### config.mk
export PLATFORM = sky130hd
export DESIGN_NAME = cell_reference_parser_unit
export DESIGN_NICKNAME = d
export VERILOG_FILES = /design/src/design/crp_pkg.sv /design/src/design/crp_in_stage.sv /design/src/design/crp_parse.sv /design/src/design/crp_out_stage.sv /design/src/design/cell_reference_parser_unit.sv
export SDC_FILE = /design/constraint.sdc
export NUM_CORES = 1
export LEC_CHECK = 0
export BUFFER_PORTS_ARGS = -buffer_cell sky130_fd_sc_hd__buf_2
export CAP_MARGIN = 20
export CORE_MARGIN = 4
export CORE_UTILIZATION = 50
export CTS_CLUSTER_SIZE = 20
export DETAILED_ROUTE_END_ITERATION = 16
export HOLD_SLACK_MARGIN = 0.15
export PLACE_DENSITY = 0.68
export SETUP_SLACK_MARGIN = 0.02
export SLEW_MARGIN = 15
export SYNTH_ARGS = -nofsm -noshare
export SYNTH_HDL_FRONTEND = slang
export SYNTH_SLANG_ARGS = --single-unit
### constraint.sdc
create_clock -name clk -period 7.72 [get_ports clk]
set_clock_uncertainty 0.2 [all_clocks]
set_input_delay 0.386 -clock clk [delete_from_list [all_inputs] [get_ports clk]]
set_output_delay 0.386 -clock clk [all_outputs]
set_load 0.05 [all_outputs]
### src/design/crp_pkg.sv
// Shared types and constants for the cell reference parser.
package crp_pkg;

	localparam int COLUMN_BITS_DEFAULT = 16;
	localparam int ROW_BITS_DEFAULT = 24;

	localparam int CH_W = 8;
	localparam int LETTER_W = 5;
	localparam int ROW_ACC_W = 31;
	localparam int ROW_PROD_W = 35;

	localparam logic [CH_W-1:0] CH_DOLLAR = 8'h24;
	localparam logic [CH_W-1:0] CH_UPPER_A = 8'h41;
	localparam logic [CH_W-1:0] CH_UPPER_Z = 8'h5A;
	localparam logic [CH_W-1:0] CH_LOWER_A = 8'h61;
	localparam logic [CH_W-1:0] CH_LOWER_Z = 8'h7A;
	localparam logic [CH_W-1:0] CH_DIGIT_0 = 8'h30;
	localparam logic [CH_W-1:0] CH_DIGIT_9 = 8'h39;

	localparam logic [ROW_PROD_W-1:0] ROW_LIMIT = 35'd2147483647;

	localparam logic [31:0] COL_MAX_RESET = 32'd32767;
	localparam logic [31:0] ROW_MAX_RESET = 32'd8388607;

	localparam int CFG_INDEX_W = 1;
	localparam logic [CFG_INDEX_W-1:0] REG_COL_MAX = 1'b0;
	localparam logic [CFG_INDEX_W-1:0] REG_ROW_MAX = 1'b1;

	typedef enum logic [2:0] {
		PH_START,
		PH_COL_DOLLAR,
		PH_LETTERS,
		PH_ROW_DOLLAR,
		PH_DIGITS
	} phase_t;

	typedef struct packed {
		logic push;
		logic ok;
		logic column_fixed;
		logic row_fixed;
	} res_ctrl_t;

endpackage

### src/design/crp_in_stage.sv
// Input register stage holding one character and its last flag.
module crp_in_stage (
	input  logic                    clk,
	input  logic                    arst_n,
	input  logic                    s_tvalid,
	output logic                    s_tready,
	input  logic [crp_pkg::CH_W-1:0] s_tdata,
	input  logic                    s_tlast,
	input  logic                    out_free,
	output logic                    adv,
	output logic [crp_pkg::CH_W-1:0] ch_s1,
	output logic                    last_s1
);

	logic valid_s1;

	assign adv = valid_s1 && (!last_s1 || out_free);
	assign s_tready = !valid_s1 || adv;

	always_ff @(posedge clk or negedge arst_n) begin
		if (!arst_n) begin
			valid_s1 <= 1'b0;
		end else if (s_tready) begin
			valid_s1 <= s_tvalid;
		end
	end

	always_ff @(posedge clk) begin
		if (s_tvalid && s_tready) begin
			ch_s1 <= s_tdata;
			last_s1 <= s_tlast;
		end
	end

endmodule

### src/design/crp_parse.sv
// Parse state and per-character update of the column and row accumulators.
module crp_parse #(
	parameter int COLUMN_BITS = crp_pkg::COLUMN_BITS_DEFAULT
) (
	input  logic                          clk,
	input  logic                          arst_n,
	input  logic                          adv,
	input  logic [crp_pkg::CH_W-1:0]       ch_s1,
	input  logic                          last_s1,
	output crp_pkg::res_ctrl_t            res_ctrl,
	output logic [COLUMN_BITS:0]          res_col,
	output logic [crp_pkg::ROW_ACC_W-1:0] res_row
);

	localparam int CPW = COLUMN_BITS + 1 + crp_pkg::LETTER_W;
	localparam logic [CPW-1:0] COL_CAP = CPW'(1) << COLUMN_BITS;

	crp_pkg::phase_t phase_q, phase_d;
	logic [COLUMN_BITS:0] col_q, col_d;
	logic [crp_pkg::ROW_ACC_W-1:0] row_q, row_d;
	logic too_big_q, too_big_d;
	logic fcol_q, fcol_d;
	logic frow_q, frow_d;
	logic failed_q, failed_d;

	logic is_upper, is_lower, is_letter, is_digit, is_dollar;
	logic [crp_pkg::LETTER_W-1:0] lv;
	logic [crp_pkg::CH_W-1:0] lv_wide;
	logic [CPW-1:0] col_prod;
	logic [COLUMN_BITS:0] col_next;
	logic [crp_pkg::CH_W-1:0] digit;
	logic [crp_pkg::ROW_PROD_W-1:0] row_prod;
	logic take_letter, take_digit;

	always_comb begin
		is_upper = ch_s1 inside {[crp_pkg::CH_UPPER_A:crp_pkg::CH_UPPER_Z]};
		is_lower = ch_s1 inside {[crp_pkg::CH_LOWER_A:crp_pkg::CH_LOWER_Z]};
		is_letter = is_upper || is_lower;
		is_digit = ch_s1 inside {[crp_pkg::CH_DIGIT_0:crp_pkg::CH_DIGIT_9]};
		is_dollar = ch_s1 == crp_pkg::CH_DOLLAR;
		lv_wide = is_upper ? (ch_s1 - crp_pkg::CH_UPPER_A + 8'd1)
			: (ch_s1 - crp_pkg::CH_LOWER_A + 8'd1);
		lv = lv_wide[crp_pkg::LETTER_W-1:0];
		col_prod = CPW'(col_q) * CPW'(26) + CPW'(lv);
		col_next = (col_prod > COL_CAP) ? COL_CAP[COLUMN_BITS:0] : col_prod[COLUMN_BITS:0];
		digit = ch_s1 - crp_pkg::CH_DIGIT_0;
		row_prod = (crp_pkg::ROW_PROD_W'(row_q) << 3) + (crp_pkg::ROW_PROD_W'(row_q) << 1)
			+ crp_pkg::ROW_PROD_W'(digit[3:0]);
	end

	// Next phase and failure.
	always_comb begin
		phase_d = phase_q;
		failed_d = failed_q;
		if (!failed_q) begin
			case (phase_q)
				crp_pkg::PH_START: begin
					if (is_dollar) begin
						phase_d = crp_pkg::PH_COL_DOLLAR;
					end else if (is_letter) begin
						phase_d = crp_pkg::PH_LETTERS;
					end else begin
						failed_d = 1'b1;
					end
				end
				crp_pkg::PH_COL_DOLLAR: begin
					if (is_letter) begin
						phase_d = crp_pkg::PH_LETTERS;
					end else begin
						failed_d = 1'b1;
					end
				end
				crp_pkg::PH_LETTERS: begin
					if (is_letter) begin
						phase_d = crp_pkg::PH_LETTERS;
					end else if (is_dollar) begin
						phase_d = crp_pkg::PH_ROW_DOLLAR;
					end else if (is_digit) begin
						phase_d = crp_pkg::PH_DIGITS;
					end else begin
						failed_d = 1'b1;
					end
				end
				crp_pkg::PH_ROW_DOLLAR, crp_pkg::PH_DIGITS: begin
					if (is_digit) begin
						phase_d = crp_pkg::PH_DIGITS;
					end else begin
						failed_d = 1'b1;
					end
				end
				default: begin
					failed_d = 1'b1;
				end
			endcase
		end
	end

	// Accumulators and flags.
	always_comb begin
		take_letter = !failed_q && is_letter && (phase_q == crp_pkg::PH_START
			|| phase_q == crp_pkg::PH_COL_DOLLAR || phase_q == crp_pkg::PH_LETTERS);
		take_digit = !failed_q && is_digit && (phase_q == crp_pkg::PH_LETTERS
			|| phase_q == crp_pkg::PH_ROW_DOLLAR || phase_q == crp_pkg::PH_DIGITS);
		col_d = take_letter ? col_next : col_q;
		row_d = row_q;
		too_big_d = too_big_q;
		if (take_digit && !too_big_q) begin
			row_d = row_prod[crp_pkg::ROW_ACC_W-1:0];
			too_big_d = row_prod > crp_pkg::ROW_LIMIT;
		end
		fcol_d = fcol_q || (!failed_q && is_dollar && phase_q == crp_pkg::PH_START);
		frow_d = frow_q || (!failed_q && is_dollar && phase_q == crp_pkg::PH_LETTERS);
	end

	always_comb begin
		res_ctrl.push = adv && last_s1;
		res_ctrl.ok = !failed_d && phase_d == crp_pkg::PH_DIGITS && !too_big_d
			&& row_d != '0 && col_d != '0;
		res_ctrl.column_fixed = fcol_d;
		res_ctrl.row_fixed = frow_d;
		res_col = col_d;
		res_row = row_d;
	end

	always_ff @(posedge clk or negedge arst_n) begin
		if (!arst_n) begin
			phase_q <= crp_pkg::PH_START;
			col_q <= '0;
			row_q <= '0;
			too_big_q <= 1'b0;
			fcol_q <= 1'b0;
			frow_q <= 1'b0;
			failed_q <= 1'b0;
		end else if (adv) begin
			if (last_s1) begin
				phase_q <= crp_pkg::PH_START;
				col_q <= '0;
				row_q <= '0;
				too_big_q <= 1'b0;
				fcol_q <= 1'b0;
				frow_q <= 1'b0;
				failed_q <= 1'b0;
			end else begin
				phase_q <= phase_d;
				col_q <= col_d;
				row_q <= row_d;
				too_big_q <= too_big_d;
				fcol_q <= fcol_d;
				frow_q <= frow_d;
				failed_q <= failed_d;
			end
		end
	end

endmodule

### src/design/crp_out_stage.sv
// Result clamping and the output register of the result stream.
module crp_out_stage #(
	parameter int COLUMN_BITS = crp_pkg::COLUMN_BITS_DEFAULT,
	parameter int ROW_BITS = crp_pkg::ROW_BITS_DEFAULT,
	parameter int TDATA_W = ((3 + COLUMN_BITS + ROW_BITS + 7) / 8) * 8
) (
	input  logic                          clk,
	input  logic                          arst_n,
	input  crp_pkg::res_ctrl_t            res_ctrl,
	input  logic [COLUMN_BITS:0]          res_col,
	input  logic [crp_pkg::ROW_ACC_W-1:0] res_row,
	input  logic [COLUMN_BITS-1:0]        col_max,
	input  logic [ROW_BITS-1:0]           row_max,
	output logic                          out_free,
	output logic                          m_tvalid,
	input  logic                          m_tready,
	output logic [TDATA_W-1:0]            m_tdata
);

	logic [COLUMN_BITS-1:0] cmax, col_out;
	logic [ROW_BITS-1:0] rmax, row_out;

	assign out_free = !m_tvalid || m_tready;

	always_comb begin
		cmax = (col_max == '0) ? COLUMN_BITS'(1) : col_max;
		rmax = (row_max == '0) ? ROW_BITS'(1) : row_max;
		col_out = (res_col > {1'b0, cmax}) ? cmax : res_col[COLUMN_BITS-1:0];
		row_out = (res_row > crp_pkg::ROW_ACC_W'(rmax)) ? rmax : res_row[ROW_BITS-1:0];
		if (!res_ctrl.ok) begin
			col_out = '0;
			row_out = '0;
		end
	end

	always_ff @(posedge clk or negedge arst_n) begin
		if (!arst_n) begin
			m_tvalid <= 1'b0;
		end else if (res_ctrl.push) begin
			m_tvalid <= 1'b1;
		end else if (m_tready) begin
			m_tvalid <= 1'b0;
		end
	end

	always_ff @(posedge clk) begin
		if (res_ctrl.push) begin
			m_tdata <= TDATA_W'({res_ctrl.ok && res_ctrl.row_fixed,
				res_ctrl.ok && res_ctrl.column_fixed, row_out, col_out, res_ctrl.ok});
		end
	end

endmodule

### src/design/cell_reference_parser_unit.sv
// Top level of the A1-style cell reference parser.
//
// Characters of one reference arrive on the s_ stream, one per transaction,
// with s_tlast set on the final character. Each reference yields one result
// transaction on the m_ stream: a valid flag, the column and row numbers and
// the two fixed flags. Invalid references give zero fields.
// The block takes one character every cycle while no final character waits.
// A character is registered on acceptance and parsed in the following cycle;
// the result of a final character is registered in the output register as it advances.
// When the receiver stalls, the result waits in the output register while
// further non-final characters keep being accepted; a second final
// character waits in the input register until the output register frees.
// The cfg_ port writes col_max (index 0) and row_max (index 1).
// Reset clears the parse state, sets the limits to 32767 and 8388607 and
// empties both streams.
module cell_reference_parser_unit #(
	parameter int COLUMN_BITS = crp_pkg::COLUMN_BITS_DEFAULT,
	parameter int ROW_BITS = crp_pkg::ROW_BITS_DEFAULT,
	parameter int CFG_W = (COLUMN_BITS > ROW_BITS) ? COLUMN_BITS : ROW_BITS,
	parameter int TDATA_W = ((3 + COLUMN_BITS + ROW_BITS + 7) / 8) * 8
) (
	input  logic                            clk,
	input  logic                            arst_n,
	input  logic                            s_tvalid,
	output logic                            s_tready,
	input  logic [crp_pkg::CH_W-1:0]         s_tdata, // ch
	input  logic                            s_tlast,
	output logic                            m_tvalid,
	input  logic                            m_tready,
	// valid_res, column, row, column_fixed, row_fixed, zero pad
	output logic [TDATA_W-1:0]              m_tdata,
	input  logic                            cfg_we,
	input  logic [crp_pkg::CFG_INDEX_W-1:0] cfg_index,
	input  logic [CFG_W-1:0]                cfg_data
);

	logic [COLUMN_BITS-1:0] col_max_q;
	logic [ROW_BITS-1:0] row_max_q;
	logic out_free, adv, last_s1;
	logic [crp_pkg::CH_W-1:0] ch_s1;
	crp_pkg::res_ctrl_t res_ctrl;
	logic [COLUMN_BITS:0] res_col;
	logic [crp_pkg::ROW_ACC_W-1:0] res_row;

	always_ff @(posedge clk or negedge arst_n) begin
		if (!arst_n) begin
			col_max_q <= crp_pkg::COL_MAX_RESET[COLUMN_BITS-1:0];
			row_max_q <= crp_pkg::ROW_MAX_RESET[ROW_BITS-1:0];
		end else if (cfg_we) begin
			case (cfg_index)
				crp_pkg::REG_COL_MAX: col_max_q <= cfg_data[COLUMN_BITS-1:0];
				crp_pkg::REG_ROW_MAX: row_max_q <= cfg_data[ROW_BITS-1:0];
				default: ;
			endcase
		end
	end

	crp_in_stage u_in (
		.clk      (clk),
		.arst_n   (arst_n),
		.s_tvalid (s_tvalid),
		.s_tready (s_tready),
		.s_tdata  (s_tdata),
		.s_tlast  (s_tlast),
		.out_free (out_free),
		.adv      (adv),
		.ch_s1    (ch_s1),
		.last_s1  (last_s1)
	);

	crp_parse #(
		.COLUMN_BITS (COLUMN_BITS)
	) u_parse (
		.clk      (clk),
		.arst_n   (arst_n),
		.adv      (adv),
		.ch_s1    (ch_s1),
		.last_s1  (last_s1),
		.res_ctrl (res_ctrl),
		.res_col  (res_col),
		.res_row  (res_row)
	);

	crp_out_stage #(
		.COLUMN_BITS (COLUMN_BITS),
		.ROW_BITS    (ROW_BITS),
		.TDATA_W     (TDATA_W)
	) u_out (
		.clk      (clk),
		.arst_n   (arst_n),
		.res_ctrl (res_ctrl),
		.res_col  (res_col),
		.res_row  (res_row),
		.col_max  (col_max_q),
		.row_max  (row_max_q),
		.out_free (out_free),
		.m_tvalid (m_tvalid),
		.m_tready (m_tready),
		.m_tdata  (m_tdata)
	);

endmodule

==> metrics.csv, run 1 <==
metric,value,unit
run status,"finished, final reports clean",
die area,27000,um^2
I/O Pins,89,
Via density,5.98,
Critical Path AT,7.37,ns
Crit path largest cell delay,0.49,ns
Post-DRT Antenna Nets,0,
maximum clock rate,0.136,GHz
Hold/Removal Path Class,in2async,
max cap viols,0,
library cells used by synthesis,82,
Die X,164,um
Slew Limit Fails,0,
Int Power,1.51,mW
syn_area_per_cell,9.46,um^2
Post-Layout Cell Count,1734,
Initial Util,51.4,%
number of global-route vias before repair,10000,
"Slowest-stage cell, CP",fa_1,
CTS buffer count,17,
# port buffers,83,
first drt pass iteration count,6,
number of synthesized flops with an enable pin,52,
most frequent CP cell,inv_1,
Yosys reg bits,149,
Filler Cells Inserted,2014,
worst vdd ir,0.119,mV
GPL Wtd Cong,0.897,
"Primary FF master, synth",dfrtp_1,
kind of critical path,reg2reg,
Routed wire per std cell,19.1,um
register area,4040,um^2
Sequential Power Share,42.6,%
Tightest Pin Transition,1.01,ns
Layout Area Growth over Synthesis,14.0,%
gr usage total,24.7,%
Synth top area share,14.5,%
Yosys Warn Count,0,
clock root buffer,clkbuf_16,
Psw,0.726,mW
Final min period,7.35,ns
Worst Path Max Fanout,18,
Clock Tree Buf Depth,2,
first-pass GRT wire length,53100,um
Post-synth ARST share,65.1,%
clock power share,36.4,%
CP Capture Type,flip-flop,
CTS sink cnt,149,
vias,10400,
TritonCTS clock tree,yes,
power share of the combinational group,21.0,%
normalized max-slew margin,32.6,%
Routed WL,33100,um
row count,56,
ANT cells,0,
initial antenna violation count,0,
Area contributors post-synth,"ha_1 14%, edfxtp_1 13%, dfrtp_1 12%, dfstp_2 8.2%, inv_1 3.8%",
placed instance count,1663,
Post-Syn Area,12200,um^2
Remaining DRCs,0,
Starting DRT DRC Count,725,
largest net degree at the start of global routing,72,
P_leak,6.44,nW
global route total overflow,0,
crit start category,flip-flop,
sequential-to-total area share from yosys stat,33.1,%
multi-input logic area,7460,um^2
gate count after technology mapping,1290,
layout cell share with drive strength beyond 1,17.9,%
Worst-Skew Late Latency,0.44,ns
Worst-path clk slew,0.07,ns
final hold viol count,0,
Final setup viols,0,
PD cells,160,nW/um^2
Die Y,164,um
Sum Neg Setup Slack,0,ns
"Net count, final",1599,
worst path required time,7.73,ns
dpl hpwl,24900,um
Synth area leader,ha_1,
Net Sw Frac,32.5,%
Final Util,58.5,%
core area,23800,um^2
crit share post-route,95.3,%
CTS HTree Levels,4,
[metal layers]
metal | global-route usage [%] | share of wire [%] | up-vias
met1 | 37.1 | 48 | 4984
met3 | 3.76 | 6.6 | 37
li1 | - | - | 4979
met2 | 37.6 | 44 | 375
met4 | 5.79 | 1.2 | 0
met5 | 0 | 0 | -
[cell usage after synthesis, types with 5 or more instances]
cell type / number
ha_1: 141
inv_1: 123
nand2_1: 107
o21ai_0: 73
nor2_1: 72
a21oi_1: 61
dfrtp_1: 59
edfxtp_1: 52
a211oi_1: 50
dfstp_2: 38
xnor2_1: 33
clkbuf_1: 32
mux2_2: 30
a21o_1: 28
a22o_1: 26
nor3_1: 25
nor4_1: 23
nand3_1: 19
fa_1: 17
xor2_1: 17
nand4_1: 15
o21a_1: 15
o22ai_1: 15
or3_1: 13
a211oi_2: 11
and2_1: 11
and3_1: 10
nor2b_1: 10
o211ai_1: 10
a31oi_1: 9
nand2b_1: 9
buf_6: 8
mux2i_1: 8
o2111ai_1: 8
o31ai_1: 8
buf_2: 7
buf_4: 6
o21bai_1: 6
a31o_2: 5
or2_2: 5
[registers in the layout (all words and copies together) (netlist names)]
register	count
u_parse.failed_q	1
u_parse.col_q	17
u_out.m_tvalid	1
u_out.m_tdata	43
col_max_q	16
u_parse.frow_q	1
row_max_q	24
u_parse.row_q	31
u_parse.too_big_q	1
u_in.valid_s1	1
u_parse.fcol_q	1
u_in.last_s1	1
u_in.ch_s1	8
u_parse.phase_q	3
[per-stage QoR]
step	power [mW]	area (um^2)	hold slack [ns]	worst slack, ns
detailed placement	1.40	12900	0.132	0.326
floorplan	1.27	12200	-0.110	0.655
global route	2.33	13900	0.246	-0.0651
CTS	2.23	13800	0.217	0.331
finish	2.23	13900	0.213	0.366
global placement	1.40	12900	0.127	0.623
[final timing paths]
kind | startpoint | endpoint | slack [ns] | cells past startpoint
max reg2reg | u_parse.col_q[1] | u_out.m_tdata[3] | 0.37 | 28
min | arst_n | u_parse.row_q[21] | 0.21 | 2
max | u_parse.col_q[1] | u_out.m_tdata[3] | 0.37 | 28
min reg2reg | u_parse.too_big_q | u_parse.too_big_q | 0.30 | 1
min in group clk | cfg_index | col_max_q[13] | 0.25 | 5
max in group asynchronous | arst_n | row_max_q[23] | 5.86 | 3
[critical path: cells and delay by family (launching register included)]
kind	cells	cell delay (ns)
AOI/OAI and AO/OA	12	3.00
buffers and inverters	5	0.61
and+or+nand+nor	7	1.25
DFF	1	0.46
adders and majority gates	4	1.61
[final cells by class]
class / instances / share of cell area [%]
multi-input cells: 967 / 53.6
clock buffers: 20 / 3.29
clock inverters: 12 / 0.738
flip-flops and latches: 149 / 29.0
repair buffers: 144 / 7.09
inverters: 123 / 3.32
well taps: 319 / 2.87
[placed cells by master (no fill, tap or decap), types with 7 or more instances in the layout]
master and n:
a211oi_1 49, a211oi_2 12, a21o_1 28, a21oi_1 61
a22o_1 26, a31oi_1 9, and2_1 11, and3_1 9
buf_2 82, buf_4 25, clkbuf_16 18, dfrtp_1 59
dfstp_2 38, dlygate4sd3_1 36, edfxtp_1 52, fa_1 17
ha_1 141, inv_1 122, mux2_2 30, mux2i_1 8
nand2_1 107, nand2b_1 9, nand3_1 19, nand4_1 15
nor2_1 71, nor2b_1 10, nor3_1 24, nor4_1 22
o2111ai_1 7, o211ai_1 10, o21a_1 15, o21ai_0 72
o22ai_1 14, o31ai_1 8, or3_1 13, xnor2_1 33
xor2_1 17
[logic make-up (layout without fill, tap and decap cells)]
logic type | after synthesis | after routing | share of synthesized area (%)
mux | 39 | 39 | 3.55
simple gates | 342 | 342 | 14.0
flops | 149 | 149 | 33.1
other cells | 1 | 5 | 0.0307
xor+xnor | 50 | 50 | 3.59
buf+inv | 178 | 299 | 6.23
compound gates | 373 | 373 | 22.3
fa+ha+maj | 158 | 158 | 17.3
[timing repair]
| action | 4_1_cts | 5_1_grt |
|---|---|---|
| endpoints found under the hold margin | 77 | 0 |
| endpoints found under the setup margin | 0 | 16 |
| resized for setup | 0 | 7 |
| buffers inserted | 0 | 2 |
| hold buffers | 36 | 0 |
[power groups by stage]
| stage | sequential, mW | clock [mW] | combinational, mW |
|---|---|---|---|
| 2_1_floorplan | 0.973 | 0 | 0.297 |
| 3_3_place_gp | 0.963 | 0 | 0.434 |
| 3_5_place_dp | 0.964 | 0 | 0.439 |
| 4_1_cts | 0.950 | 0.821 | 0.458 |
| 5_1_grt | 0.958 | 0.856 | 0.513 |
| 6_report | 0.951 | 0.812 | 0.468 |
(Power assumes the default switching activity.)
==> inputs of run 2 (changes only) <==
- CORE_ASPECT_RATIO: unset -> 1.4
- CORE_MARGIN: 4 -> unset
- PLACE_DENSITY: 0.68 -> 0.71
==> run 2 against run 1 <==
Effect of this change:
- global-route usage rose by 2.7 points
- routed wire length rose by 0.67%
- first-iteration DRC count fell by 2.3%
- clock power fell by 3.2%
- cell area fell by 0.40%
- count of clock-buffer cells in the layout did not move
- flip-flop and latch count did not move
- non-clock buffer count fell by 2
- via count rose by 0.36%
- register-to-register slack got worse by 0.02 ns
- combinational power barely moved
- worst hold slack improved by 0.035 ns
- largest cell class unchanged
==> metrics.csv, run 2 (synthesis results as in run 1) <==
metric,value,unit
run status,"finished, final reports clean",
CTS HTree Levels,4,
Layout Area Growth over Synthesis,13.5,%
"Slowest-stage cell, CP",or4b_1,
Routed wire per std cell,19.3,um
placed instance count,1651,
Final setup viols,0,
die area,25000,um^2
Worst-path clk slew,0.06,ns
final hold viol count,0,
most frequent CP cell,inv_1,
hold slack,0.248,ns
Worst Path Max Fanout,18,
Clock Tree Buf Depth,2,
layout cell share with drive strength beyond 1,17.6,%
Tightest Pin Transition,1.01,ns
worst vdd ir,0.153,mV
Critical Path AT,7.42,ns
worst path required time,7.77,ns
first-pass GRT wire length,53800,um
max reg flops,43,
dpl ws,0.268,ns
Sum Neg Setup Slack,0,ns
P_leak,6.41,nW
global route total overflow,0,
initial antenna violation count,0,
Die X,134,um
Remaining DRCs,0,
max cap viols,0,
kind of critical path,reg2reg,
Crit path largest cell delay,0.60,ns
Die Y,187,um
Bufs and invs on worst path,5,
Filler Cells Inserted,2085,
Top Family by Delay on Critical Path,compound AO/OA/AOI/OAI gates,
Routed WL,33300,um
ANT cells,0,
CTS sink cnt,149,
# port buffers,83,
dpl hpwl,25100,um
vias,10400,
Slew Limit Fails,0,
unrepaired setup endpoints after global routing,false,
Int Power,1.51,mW
gr usage total,27.4,%
worst setup margin,0.344,ns
Sequential Power Share,43.1,%
most frequent cells in the layout,"141 x ha_1, 122 x inv_1, 107 x nand2_1",
Worst-Skew Late Latency,0.44,ns
Largest Register,u_out.m_tdata,
Net Sw Frac,31.6,%
Final min period,7.38,ns
PD cells,159,nW/um^2
Starting DRT DRC Count,708,
Initial Util,50.9,%
biggest regs,"u_out.m_tdata (43), u_parse.row_q (31), row_max_q (24)",
power share of the combinational group,21.1,%
CTS buffer count,17,
largest net degree at the start of global routing,54,
row count,67,
maximum clock rate,0.136,GHz
clock power share,35.8,%
Via density,6.04,
I/O Pins,89,
crit share post-route,95.5,%
GPL Wtd Cong,0.930,
Post-Layout Cell Count,1723,
normalized max-slew margin,32.3,%
Psw,0.694,mW
CP Capture Type,flip-flop,
first drt pass iteration count,5,
"commonest non-fill, non-tap cell in the layout",ha_1,
core area,24000,um^2
flop2flop setup slack,0.34,ns
TritonCTS clock tree,yes,
number of global-route vias before repair,10500,
Post-DRT Antenna Nets,0,
Hold/Removal Path Class,in2reg,
"Net count, final",1597,
crit start category,flip-flop,
clock root buffer,clkbuf_16,
-- run 2: cell count changes in the layout (fill, tap and decap cells not counted), sizes merged --
| cell | delta |
|---|---|
| clkinv | +6 |
| inv | -8 |
| buf | -3 |
| clkinvlp | +1 |
| bufinv | +1 |
| dlygate4sd3 | +1 |
-- run 2: final cells by class --
type,instances,area (um^2),share of cell area (%)
Inverter,123,462,3.33
Multi-Input combinational cell,967,7450,53.8
Clock buffer,20,437,3.15
Timing Repair Buffer,142,966,6.98
Tap cell,310,388,2.80
Clock inverter,12,105,0.759
Sequential cell,149,4040,29.1
-- run 2: timing repair --
action / 4_1_cts / 5_1_grt
endpoints found under the hold margin: 78 / 0
endpoints found under the setup margin: 0 / 16
buffers inserted: 0 / 2
hold buffers: 37 / 0
resized for setup: 0 / 6
-- run 2: worst min-delay path, stage by stage --
cell and delay (ns):
buf_2 0.09, nor2b_1 0.05, buf_4 0.20, nand2_1 0.08, o21ai_0 0.06
-- run 2: metrics by stage --
step	cell area [um^2]	power [mW]	util, %
finish	13800	2.20	57.8
global route	13800	2.29	57.8
CTS	13800	2.20	57.5
detailed placement	12900	1.40	53.7
global placement	12900	1.39	53.7
floorplan	12200	1.27	-
-- run 2: power by group through the flow --
stage               Combinational (mW)  Sequential, mW  Clock (mW)
finish                           0.465           0.948       0.786
global route                     0.510           0.954       0.825
CTS                              0.459           0.947       0.795
detailed placement               0.442           0.961           0
global placement                 0.434           0.960           0
floorplan                        0.297           0.973           0
-- run 2: layer usage --
| layer | GRT usage, % | wire length, um | up-vias |
|---|---|---|---|
| met1 | 29.7 | 12700 | 5075 |
| met2 | 51.0 | 17900 | 264 |
| met5 | 0 | 0 | - |
| met3 | 3.09 | 1000 | 110 |
| met4 | 15.2 | 1670 | 0 |
| li1 | - | - | 4963 |
-- run 2: worst paths after layout --
| path | start | endpoint | cells past startpoint |
|---|---|---|---|
| max in group asynchronous | arst_n | u_parse.row_q[25] | 3 |
| min reg2reg | u_parse.too_big_q | u_parse.too_big_q | 1 |
| max reg2reg | u_parse.col_q[1] | u_out.m_tdata[3] | 28 |
| min | cfg_index | col_max_q[5] | 5 |
| max | u_parse.col_q[1] | u_out.m_tdata[3] | 28 |
| min in group asynchronous | arst_n | u_parse.row_q[19] | 2 |
